<file path="src/hw/rtl/b64d_pkg.sv">
// Package for the base64 stream decoder: status codes, the result group type
// and the character-to-sextet mapping. It has no dependencies.
package b64d_pkg;

  localparam logic [7:0] PadChar   = 8'h3D;
  localparam logic [7:0] PlusChar  = 8'h2B;
  localparam logic [7:0] SlashChar = 8'h2F;

  typedef enum logic [1:0] {
    StatusData       = 2'd0,
    StatusInvalid    = 2'd1,
    StatusIncomplete = 2'd2,
    StatusDone       = 2'd3
  } status_e;

  // All results caused by one input transaction. Count is 1 to 3.
  typedef struct packed {
    logic [1:0]      count;
    logic [2:0][7:0] data;
    status_e         status;
  } group_t;

  // Bit 6 set means the character is not in the alphabet.
  function automatic logic [6:0] sextet_of(input logic [7:0] c);
    logic [6:0] v;
    v = 7'd64;
    if (c inside {[8'h41:8'h5A]}) begin
      v = {1'b0, 6'(c - 8'h41)};
    end else if (c inside {[8'h61:8'h7A]}) begin
      v = {1'b0, 6'(c - 8'h61 + 8'd26)};
    end else if (c inside {[8'h30:8'h39]}) begin
      v = {1'b0, 6'(c - 8'h30 + 8'd52)};
    end else if (c == PlusChar) begin
      v = 7'd62;
    end else if (c == SlashChar) begin
      v = 7'd63;
    end
    return v;
  endfunction

endpackage

</file>
<file path="src/hw/rtl/base64_stream_decoder_top.sv">
// A result group is written into the queue when its input transaction is taken.
// Throughput: one input transaction per cycle while the queue is not full; one result
// transaction per cycle unless out_stall_i is high; a full group needs three of them.
// Input stall is raised only while the two-entry group queue is full.
// Reset (rst_ni low, asynchronous) clears the group state, the sticky error
// and the queue; no clearing pass is needed.
module base64_stream_decoder_top
  import b64d_pkg::*;
(
  input  logic       clk_i,
  input  logic       rst_ni,
  input  logic       in_valid_i,
  output logic       in_stall_o,
  input  logic [7:0] symbol_i,
  input  logic       end_of_input_i,
  output logic       out_valid_o,
  input  logic       out_stall_i,
  output logic [7:0] out_byte_o,
  output logic [1:0] status_o,
  output logic       last_o
);

  // A transaction is taken whenever the queue has room; the stall comes from
  // a registered count, so no path runs from out_stall_i to in_stall_o.
  logic   accept;
  logic   push;
  logic   full;
  group_t group;

  assign in_stall_o = full;
  assign accept     = in_valid_i && !full;

  // The decoder does all the per-character work combinationally: alphabet lookup,
  // padding checks, sextet collection and byte extraction at the fourth
  // character. Each transaction yields zero or one result group.
  b64d_decode u_decode (
    .clk_i          (clk_i),
    .rst_ni         (rst_ni),
    .accept_i       (accept),
    .symbol_i       (symbol_i),
    .end_of_input_i (end_of_input_i),
    .push_o         (push),
    .group_o        (group)
  );

  // The queue holds up to two groups and sends their results out one by one,
  // marking the final result of each group with last_o.
  b64d_group_fifo u_fifo (
    .clk_i       (clk_i),
    .rst_ni      (rst_ni),
    .push_i      (push),
    .group_i     (group),
    .full_o      (full),
    .out_valid_o (out_valid_o),
    .out_stall_i (out_stall_i),
    .out_byte_o  (out_byte_o),
    .status_o    (status_o),
    .last_o      (last_o)
  );

endmodule

</file>
<file path="src/hw/rtl/b64d_decode.sv">
// Group collector and decoder: holds the group state and the sticky error and
// turns each accepted transaction into at most one result group. Uses b64d_pkg.
module b64d_decode
  import b64d_pkg::*;
(
  input  logic       clk_i,
  input  logic       rst_ni,
  input  logic       accept_i,
  input  logic [7:0] symbol_i,
  input  logic       end_of_input_i,
  output logic       push_o,
  output group_t     group_o
);

  logic [1:0]  pos_q, pos_d;
  logic [17:0] bits_q, bits_d;
  logic        pad_q, pad_d;
  logic        err_q, err_d;

  logic        is_pad;
  logic [6:0]  sx;
  logic [5:0]  v;
  logic        bad;
  logic [23:0] all_bits;

  always_comb begin
    is_pad   = (symbol_i == PadChar);
    sx       = sextet_of(symbol_i);
    v        = is_pad ? 6'd0 : sx[5:0];
    all_bits = {bits_q, v};
    if (is_pad) begin
      bad = (pos_q < 2'd2);
    end else begin
      bad = sx[6] || (pos_q == 2'd3 && pad_q);
    end

    pos_d   = pos_q;
    bits_d  = bits_q;
    pad_d   = pad_q;
    err_d   = err_q;
    push_o  = 1'b0;
    group_o = '{count: 2'd1, data: '0, status: StatusData};

    if (accept_i) begin
      if (end_of_input_i) begin
        push_o         = 1'b1;
        group_o.status = (pos_q != 2'd0) ? StatusIncomplete : StatusDone;
        pos_d  = '0;
        bits_d = '0;
        pad_d  = 1'b0;
      end else if (!err_q) begin
        if (bad) begin
          push_o         = 1'b1;
          group_o.status = StatusInvalid;
          err_d  = 1'b1;
          pos_d  = '0;
          bits_d = '0;
          pad_d  = 1'b0;
        end else if (pos_q != 2'd3) begin
          bits_d = {bits_q[11:0], v};
          pos_d  = pos_q + 2'd1;
          if (is_pad && pos_q == 2'd2) begin
            pad_d = 1'b1;
          end
        end else begin
          push_o          = 1'b1;
          group_o.data[0] = all_bits[23:16];
          group_o.data[1] = all_bits[15:8];
          group_o.data[2] = all_bits[7:0];
          if (pad_q) begin
            group_o.count = 2'd1;
          end else if (is_pad) begin
            group_o.count = 2'd2;
          end else begin
            group_o.count = 2'd3;
          end
          pos_d  = '0;
          bits_d = '0;
          pad_d  = 1'b0;
        end
      end
    end
  end

  always_ff @(posedge clk_i or negedge rst_ni) begin
    if (!rst_ni) begin
      pos_q  <= '0;
      bits_q <= '0;
      pad_q  <= 1'b0;
      err_q  <= 1'b0;
    end else begin
      pos_q  <= pos_d;
      bits_q <= bits_d;
      pad_q  <= pad_d;
      err_q  <= err_d;
    end
  end

endmodule

</file>
<file path="src/hw/rtl/b64d_group_fifo.sv">
// Two-entry queue of result groups with a serializer that hands out one
// result per output transaction. Uses b64d_pkg.
module b64d_group_fifo
  import b64d_pkg::*;
(
  input  logic       clk_i,
  input  logic       rst_ni,
  input  logic       push_i,
  input  group_t     group_i,
  output logic       full_o,
  output logic       out_valid_o,
  input  logic       out_stall_i,
  output logic [7:0] out_byte_o,
  output logic [1:0] status_o,
  output logic       last_o
);

  group_t     mem_q [2];
  logic       wr_ptr_q, rd_ptr_q;
  logic [1:0] cnt_q, cnt_d;
  logic [1:0] sub_q, sub_d;
  group_t     head;
  logic       pop_item, pop_group;

  always_comb begin
    head        = mem_q[rd_ptr_q];
    out_valid_o = (cnt_q != 2'd0);
    full_o      = (cnt_q == 2'd2);
    case (sub_q)
      2'd0:    out_byte_o = head.data[0];
      2'd1:    out_byte_o = head.data[1];
      2'd2:    out_byte_o = head.data[2];
      default: out_byte_o = '0;
    endcase
    status_o  = head.status;
    last_o    = (sub_q == head.count - 2'd1);
    pop_item  = out_valid_o && !out_stall_i;
    pop_group = pop_item && last_o;
    if (pop_group) begin
      sub_d = '0;
    end else if (pop_item) begin
      sub_d = sub_q + 2'd1;
    end else begin
      sub_d = sub_q;
    end
    cnt_d = cnt_q + {1'b0, push_i} - {1'b0, pop_group};
  end

  always_ff @(posedge clk_i) begin
    if (push_i) begin
      mem_q[wr_ptr_q] <= group_i;
    end
  end

  always_ff @(posedge clk_i or negedge rst_ni) begin
    if (!rst_ni) begin
      wr_ptr_q <= 1'b0;
      rd_ptr_q <= 1'b0;
      cnt_q    <= '0;
      sub_q    <= '0;
    end else begin
      cnt_q <= cnt_d;
      sub_q <= sub_d;
      if (push_i) begin
        wr_ptr_q <= ~wr_ptr_q;
      end
      if (pop_group) begin
        rd_ptr_q <= ~rd_ptr_q;
      end
    end
  end

endmodule

</file>
<file path="config.mk">
export PLATFORM = sky130hd
export DESIGN_NAME = base64_stream_decoder_top
export DESIGN_NICKNAME = d
export VERILOG_FILES = /design/src/hw/rtl/b64d_pkg.sv /design/src/hw/rtl/base64_stream_decoder_top.sv /design/src/hw/rtl/b64d_decode.sv /design/src/hw/rtl/b64d_group_fifo.sv
export SDC_FILE = /design/constraint.sdc
export NUM_CORES = 1
export LEC_CHECK = 0
export BUFFER_PORTS_ARGS = -buffer_cell sky130_fd_sc_hd__buf_4
export CAP_MARGIN = 25
export CORE_ASPECT_RATIO = 1.25
export CORE_MARGIN = 4
export CORE_UTILIZATION = 64
export CTS_BUF_LIST = sky130_fd_sc_hd__clkbuf_2
export DETAILED_ROUTE_END_ITERATION = 8
export GPL_ROUTABILITY_DRIVEN = 0
export PLACE_DENSITY = 0.87
export SLEW_MARGIN = 20
export SYNTH_ARGS = -nofsm -noshare
export SYNTH_HDL_FRONTEND = slang
export SYNTH_SLANG_ARGS = --single-unit
</file>
<file path="constraint.sdc">
create_clock -name clk_i -period 6.6 [get_ports clk_i]
set_input_delay 0.99 -clock clk_i [delete_from_list [all_inputs] [get_ports clk_i]]
set_output_delay 0.99 -clock clk_i [all_outputs]
set_load 0.02 [all_outputs]
</file>
# Yosys cells after proc, flatten, opt, wreduce, memory -nomap -nowiden
# Memories as Yosys holds them, arrays and structs flattened.
# Cells that the tools add are included.
# classes
magnitude_cmp,7
add_sub_neg,10
bitwise_logic,3
n_mux,42
reduce_logical,18
eq_ne,12
# op_table
op,n
two-way mux 26 bit,3
two-way mux 18 bit,4
two-way mux 28 bit,2
two-way mux 7 bit,5
"== test 8 x 6 -> 1 bit, second input constant",3
one-hot mux 8 bit (3 select lines),1
two-way mux 1 bit,18
">= comparator 8 x 7 -> 1 bit, second input constant",2
"less-or-equal comparator 8 x 7 -> 1 bit, second input constant",2
two-way mux 2 bit,8
"subtractor 6 bit, second input constant",2
"== test 2 bit, second input constant",4
">= comparator 8 x 6 -> 1 bit, second input constant",1
"less-or-equal comparator 8 x 6 -> 1 bit, second input constant",1
logical AND 1 bit,8
"adder 6 x 5 -> 6 bit, second input constant",1
"adder 6 bit, second input constant",1
two-way mux 6 bit,1
nonzero test 2 bit,3
"subtractor 6 x 1 -> 6 bit, second input constant",1
"adder 2 x 1 -> 2 bit, second input constant",2
"inequality test 2 bit, second input constant",2
"inequality test 4 x 3 -> 1 bit, second input constant",1
AND reduction 2 bit,2
11 further kinds,14
# totals
word_cells,101
input_bits,13
ram_bits,56
output_inout_bits,13
register_bits,28
n_memories,1
# mem_list
name,words,word_bits,rd,rd_clocked_by_memory_dff,wr,line,text
u_fifo.mem_q,2,28,1,0,1,b64d_group_fifo.sv:18,group_t mem_q [2];

# Longest topological paths before layout
# Gate-level depths: netlist of run 1.
# logic_depth
depth_word,14
depth_mapped,11
ltp_nobuf,10

# Modules after synthesis
# Synthesis of run 1 repeated with hierarchy kept, for this count alone.
# hier_totals
cells_unflattened,366
hier_area_um2,4321.6
# modules_own_cells
mod,area_each_um2,instances,cells_each
b64d_group_fifo,2643.8,1,177
b64d_decode,1664.1,1,188
base64_stream_decoder_top,13.8,1,1

# Worst setup path after synthesis of run 1
# Ideal clock, no wire load.
# synth_path
path_kind,input -> register
start,in symbol_i[2]
end,mem u_fifo.mem_q[0][0] (netlist bit) (enable)
n_path_buf,1
t_required_ns,6.184
arrival_ns,3.799
stages,9
setup_ns,0.416
slack_ns,2.385
path_cell_list,buf_2 -> inv_1 -> ha_1 -> a21oi_2 -> a311oi_2 -> a211oi_1 -> o21bai_4 -> a31oi_4 -> nor2b_1
# synth_between
elab_chain_len,14
word_cells_on_any_way,25
classes_between,6 x order compare; 3 x eq/ne; 12 x mux; 4 x reduce/logical
# synth_lines
item,line,text
from (decl),base64_stream_decoder_top.sv:14,"input logic [7:0] symbol_i,"
branches (longest 7 deep; another with >= comparator 8 x 6 -> 1 bit),n/a,
two-way mux 1 bit *,b64d_decode.sv:31,if (is_pad) begin
two-way mux 1 bit *,b64d_decode.sv:52,if (bad) begin
two-way mux 1 bit *,b64d_decode.sv:51,end else if (!err_q) begin
two-way mux 1 bit *,b64d_decode.sv:45,if (end_of_input_i) begin
two-way mux 1 bit *,b64d_decode.sv:44,if (accept_i) begin
two-way mux 1 bit *,b64d_group_fifo.sv:50,if (push_i) begin
two-way mux 1 bit (not written as such) *,b64d_group_fifo.sv:51,mem_q[wr_ptr_q] <= group_i;
to (decl),b64d_group_fifo.sv:18,
# Every way passes the cells marked *.

# Worst setup path in the final report of run 1
# layout_path
start,reg u_fifo.sub_q[1]
end,out out_byte_o[5]
# layout_between
elab_chain_len,2
word_cells_on_any_way,4
classes_between,2 x eq/ne; 1 x mux; 1 x reduce/logical
# layout_lines
item,line,text
from (decl),b64d_group_fifo.sv:21,"logic [1:0] sub_q, sub_d;"
from (signal assigned),b64d_group_fifo.sv:63,sub_q <= sub_d;
"== test 2 bit, or another cell as far along",b64d_group_fifo.sv:29,case (sub_q)
one-hot mux 8 bit (3 select lines) *,b64d_group_fifo.sv:29,
to (decl),base64_stream_decoder_top.sv:18,"output logic [7:0] out_byte_o,"
# Every way passes the cells marked *; elsewhere a longest branch is shown, timed or not.

==> results of run 1 <==
state kept, by name, indices dropped and copies added, names as in the netlist:
name	count
u_fifo.mem_q	56
u_decode.bits_q	18
u_decode.pos_q	2
u_fifo.cnt_q	2
u_fifo.sub_q	2
u_decode.err_q	1
u_decode.pad_q	1
u_fifo.rd_ptr_q	1
u_fifo.wr_ptr_q	1
metal layers:
| layer | track usage [%] | up-vias |
|---|---|---|
| li1 | - | 1344 |
| met4 | 9.75 | 0 |
| met2 | 38.6 | 91 |
| met3 | 2.56 | 15 |
| met5 | 0 | - |
| met1 | 27.1 | 1382 |
cells in the final DEF, fill, tap and decap left out, types with 8 or more instances in the layout:
cell / Yosys / layout
nor2_1: 16 / 16
a222oi_1: 14 / 14
xnor2_1: 8 / 8
a211oi_1: 9 / 9
clkbuf_2: 0 / 11
nor2b_1: 10 / 9
a21oi_1: 10 / 10
a22o_1: 12 / 12
dfrtp_1: 28 / 28
nor3_1: 9 / 9
and2_1: 21 / 21
ha_1: 18 / 18
o21ai_0: 13 / 13
edfxtp_1: 56 / 56
nand2_1: 16 / 16
inv_1: 19 / 19
buf_4: 2 / 28
worst max path at each step:
stage	start	endpoint	slack [ns]	depth (start not counted)
floorplan	symbol_i[2]	u_fifo.mem_q[0][0]	2.38	9
global placement	symbol_i[2]	u_fifo.mem_q[0][11]	3.18	10
detailed placement	symbol_i[2]	u_fifo.mem_q[0][17]	3.08	10
CTS	u_fifo.sub_q[1]	out_byte_o[5]	3.02	6
global route	u_fifo.sub_q[1]	out_byte_o[5]	2.89	6
finish	u_fifo.sub_q[1]	out_byte_o[5]	3.05	6
power breakdown:
group	internal [mW]	switching (mW)	total (mW)
sequential	0.620	0.0511	0.671
clock	0.0511	0.162	0.213
combinational	0.211	0.291	0.502
area by class of cell:
| class | instances | area, µm² |
|---|---|---|
| clock buffers | 11 | 55.1 |
| well taps | 85 | 106 |
| multi-input cells | 227 | 1680 |
| repair buffers | 28 | 210 |
| clock inverters | 5 | 28.8 |
| fillers | 453 | 1750 |
| flip-flops and latches | 84 | 2380 |
| inverters | 19 | 71.3 |
| diodes | 1 | 2.50 |
kinds of logic (layout without fill, tap and decap cells):
family	count (synthesis)	in the layout	synth area share [%]
other cells	0	1	0
fa+ha+maj	18	18	5.32
simple gates	109	109	15.0
xor+xnor	10	10	2.07
compound gates	83	83	15.5
buf+inv	37	63	4.02
flops	84	84	56.3
mux	7	7	1.77
==> flow_metrics.py, run 1 <==
metrics = {
    "critical_path": {
        "r2r_setup_slack_ns": 3.88,
        "crit_required_ns": 5.61,
        "reg2reg_to": "u_fifo.cnt_q[1]",
        "cp-start-kind": "register",
        "cp_slowest_stage_delay_ns": 0.58,
        "slowest_stage": "ha_1",
        "end_kind": "primary output",
        "cp_cell_sequence": "inv_1, ha_1, a222oi_1, nor2b_1, a211oi_1, buf_4",
        "worstSetupPathType": "reg2out",
        "r2r_start": "u_fifo.rd_ptr_q",
        "reg2reg_depth": 9,
        "cp_data_arrival_time_ns": 2.56,
        "crit_buf_inv": 2,
        "critPathTopFamily": "adder cells",
        "crit_fanout": 16,
    },
    "floorplan": {
        "start_util_pct": 67.3,
        "rows": 32,
        "die_y_um": 98.9,
        "io_pins": 26,
        "dieWidth_um": 80.7,
        "die-area_um2": 7990,
        "core_um2": 6290,
    },
    "synthesis": {
        "synth_seq_cells": 84,
        "synth_most_common_cell": "edfxtp_1",
        "synth_edf_count": 56,
        "ys_warn_count": 0,
        "synth_top_cells_by_count": "edfxtp_1 (56), dfrtp_1 (28), and2_1 (21)",
        "synthFlopType": "edfxtp_1",
        "synth_top_area_share_pct": 39.7,
        "synthCells": 348,
        "synth_area_um2": 4230,
        "async_flop_share_pct": 33.3,
        "ys_seq_area_share_pct": 56.3,
        "synthTopCellsByArea": "edfxtp_1 (40%), dfrtp_1 (17%), ha_1 (5.3%)",
        "post-synth-top-area-cell": "edfxtp_1",
        "synth_nets": 379,
        "ys_types": 64,
        "syn_area_per_cell_um2": 12.2,
    },
    "sta": {
        "rsz0062_at_grt": "no",
        "timing.fmax_mhz": 282,
        "worstMarginPinSlew_ns": 0.838,
        "slew_headroom_pct": 44.1,
        "fin_hold_ws_ns": 0.355,
        "fin_crit_ns": 3.55,
        "setup_viol": 0,
        "fin_ws_ns": 3.05,
        "fin_crit_sh_pct": 53.8,
        "fin_setup_tns_ns": 0,
        "fin_skew_ns": 0.0236,
        "slew_violations": 0,
        "hold_viol": 0,
    },
    "drt": {
        "route.met3.wl_um": 346,
        "antenna_left": 0,
        "drc": 0,
        "drt-initial-drc-count": 235,
        "vias_per_cell": 6.16,
        "vias": 2832,
        "post_drt_wl_per_cell_um": 17.9,
        "dr.max_layer_used": "met4",
        "wl_met1_um": 3230,
        "wl_met2_um": 4480,
        "drt_first_pass_iters": 5,
        "wirelength_um": 8240,
    },
    "final_layout": {
        "fin_nets": 400,
        "drive_above_1_share_pct": 17.6,
        "final_util_pct": 72.2,
        "fin_area_um2": 4540,
        "fin_cells": 460,
        "synthToLayoutAreaGrowth_pct": 7.24,
    },
    "global_routing": {
        "grt_pass1_wl_um": 13500,
        "grtUsageTotal_pct": 22.1,
        "grt_max_degree": 29,
        "antenna_found_initial": 1,
        "grt_pass1_vias": 2837,
        "grt_overflow": 0,
    },
    "clock_tree": {
        "htree_levels": 3,
        "cts_buffer_depth": 2,
        "clk_latency_ns": 0.50,
        "post_cts.repair.setup_buffers": 0,
        "numClockSinks": 84,
        "numCtsBuffers": 9,
        "cts-hold-fix-buffers": 0,
        "tritoncts": "done",
        "cts.repair.resized": 0,
        "cts.clk_slew.worst_paths_ns": 0.21,
        "cts-root-buf": "clkbuf_2",
    },
    "power_and_ir_drop": {
        "p_per_area_nw_per_um2": 305,
        "vdd_drop_max_mv": 0.170,
        "design_power_total_mw": 1.39,
        "power.leakage_nw": 1.79,
    },
    "placement": {
        "dp_hpwl_um": 5760,
        "place_ws_ns": 3.08,
        "io_buffer_count": 25,
        "place_area_um2": 4450,
        "dp.cells": 443,
    },
    "status": {
        "status": "complete, no violations",
    },
    "run": {
        "max_cap_viol_count": 0,
    },
    "min_path": {
        "hold_class": "in2async",
    },
}
Note: power is estimated with default switching activity, not from simulation.
==> inputs of run 2 (changes only) <==
CORE_UTILIZATION = 63   (was 64)
PLACE_DENSITY = 0.86   (was 0.87)
clock period = 3.65 ns   (was 6.6 ns; I/O delays follow)
==> run 2 against run 1 <==
Effect of this change:
- clock power rose by 100%
- wire length decreased by 1.1%
- highest routed layer unchanged
- via count down 0.95%
- core utilization decreased by 2.6 points
- first-iteration DRC count rose by 1.7%
- largest power group unchanged
- clock skew rose by 0.0023 ns
- register-to-register slack worse by 2.9 ns
- sequential power increased by 80%
- combinational power up 81%
- non-clock buffer count up 1
- flip-flop and latch count is the same
- final area increased by 0.63%
==> flow_metrics.py, run 2 (same netlist as run 1, synthesis figures left out) <==
metrics = {
    "clock_tree": {
        "cts_buffer_depth": 2,
        "clk_latency_ns": 0.53,
        "htree_levels": 3,
        "numCtsBuffers": 9,
        "cts.repair.resized": 0,
        "post_cts.repair.setup_buffers": 0,
        "cts.clk_slew.worst_paths_ns": 0.24,
        "tritoncts": "done",
        "numClockSinks": 84,
        "cts-root-buf": "clkbuf_2",
    },
    "drt": {
        "drc": 0,
        "drt-initial-drc-count": 239,
        "vias": 2805,
        "wirelength_um": 8150,
        "vias_per_cell": 6.07,
        "post_drt_wl_per_cell_um": 17.6,
        "antenna_left": 0,
        "drt_first_pass_iters": 6,
    },
    "final_layout": {
        "synthToLayoutAreaGrowth_pct": 7.92,
        "fin_nets": 401,
        "fin_area_um2": 4570,
        "fillers": 470,
        "ff_latch_area_um2": 2380,
        "largest_reg_flops": 56,
        "multi_input_area_um2": 1680,
        "reg.largest.list": "u_fifo.mem_q: 56 flops, u_decode.bits_q: 18 flops",
        "drive_above_1_share_pct": 17.6,
        "fin_cells": 462,
        "antennaDiodeCount": 0,
        "final_util_pct": 69.6,
        "top_register": "u_fifo.mem_q",
        "final_common_cell": "edfxtp_1",
        "layout_common_cells": "edfxtp_1 (56), buf_4 (28), dfrtp_1 (28), and2_1 (21), inv_1 (19)",
    },
    "sta": {
        "timing.fmax_mhz": 316,
        "worstMarginPinSlew_ns": 0.796,
        "fin_crit_ns": 3.16,
        "fin_setup_tns_ns": 0,
        "rsz0062_at_grt": "no",
        "hold_viol": 0,
        "slew_headroom_pct": 47.0,
        "setup_viol": 0,
        "fin_crit_sh_pct": 86.6,
        "slew_violations": 0,
        "fin_skew_ns": 0.0259,
    },
    "global_routing": {
        "grt_overflow": 0,
        "grtUsageTotal_pct": 21.8,
        "grt_pass1_wl_um": 13400,
        "antenna_found_initial": 0,
        "grt_pass1_vias": 2771,
        "grt_max_degree": 29,
    },
    "placement": {
        "place_area_um2": 4460,
        "dp.cells": 445,
        "dp_hpwl_um": 5840,
        "io_buffer_count": 25,
    },
    "floorplan": {
        "core_um2": 6570,
        "start_util_pct": 64.5,
        "dieWidth_um": 81.3,
        "die-area_um2": 8100,
        "die_y_um": 99.6,
        "rows": 33,
        "io_pins": 26,
    },
    "power_and_ir_drop": {
        "p_per_area_nw_per_um2": 559,
        "vdd_drop_max_mv": 0.355,
        "power.leakage_nw": 1.79,
    },
    "critical_path": {
        "worstSetupPathType": "reg2out",
        "end_kind": "primary output",
        "cp-start-kind": "register",
        "crit_required_ns": 3.10,
        "cp_data_arrival_time_ns": 2.61,
        "crit_fanout": 16,
    },
    "min_path": {
        "hold_class": "in2reg",
    },
    "run": {
        "max_cap_viol_count": 0,
    },
    "status": {
        "status": "complete, no violations",
    },
}
==> run 2: cell count changes in the layout (fill, tap and decap cells not counted), sizes merged <==
cell and delta:
clkbuf -2, clkinv -4, clkinvlp +2, diode -1, dlygate4sd3 +1, inv +4
==> run 2: repair_timing <==
item                       4_1_cts  5_1_grt
setup endpoints to repair        0        0
hold buffers                     1        0
hold endpoints to repair        28        0
==> run 2: worst paths after layout <==
kind,slack [ns],to,depth (start not counted),start
max in group asynchronous,2.93,u_decode.bits_q[7],2,rst_ni
max reg2reg,0.95,u_fifo.cnt_q[1],9,u_fifo.rd_ptr_q
min reg2reg,0.53,u_decode.bits_q[12],1,u_decode.bits_q[12]
min in group asynchronous,0.42,u_fifo.sub_q[0],2,rst_ni
min,0.21,u_decode.err_q,2,end_of_input_i
max,0.49,out_byte_o[0],6,u_fifo.sub_q[1]
==> run 2: final cells by class <==
class	count	share of cell area (%)
flip-flops and latches	84	52.2
clock inverters	7	1.26
inverters	19	1.56
multi-input cells	227	36.8
well taps	87	2.38
repair buffers	29	4.82
clock buffers	9	0.986
==> run 2: metrics by stage <==
step / total power [mW] / hold WS [ns] / worst slack (ns)
after floorplan: 1.82 / 0.252 / 0.393
after global placement: 2.10 / 0.469 / 0.678
after detailed placement: 2.15 / 0.483 / 0.584
after CTS: 2.58 / 0.166 / 0.436
after global routing: 2.71 / 0.174 / 0.267
final: 2.55 / 0.207 / 0.490
==> run 2: layer usage <==
layer,up-vias,track usage [%],share of wire [%]
met4,0,8.32,2.0
li1,1354,-,-
met1,1362,27.4,41
met5,-,0,0
met2,75,37.0,53
met3,14,3.80,4.0
==> run 2: power by group <==
part / switching (mW) / internal, mW
logic: 0.523 / 0.385
registers: 0.0930 / 1.12
clock network: 0.331 / 0.101
==> run 2: critical path, stage by stage (launching register included) <==
cell and delay [ns]:
dfrtp_1 0.49, inv_1 0.13, ha_1 0.57, a222oi_1 0.23, nor2b_1 0.18, a211oi_1 0.28
buf_4 0.19
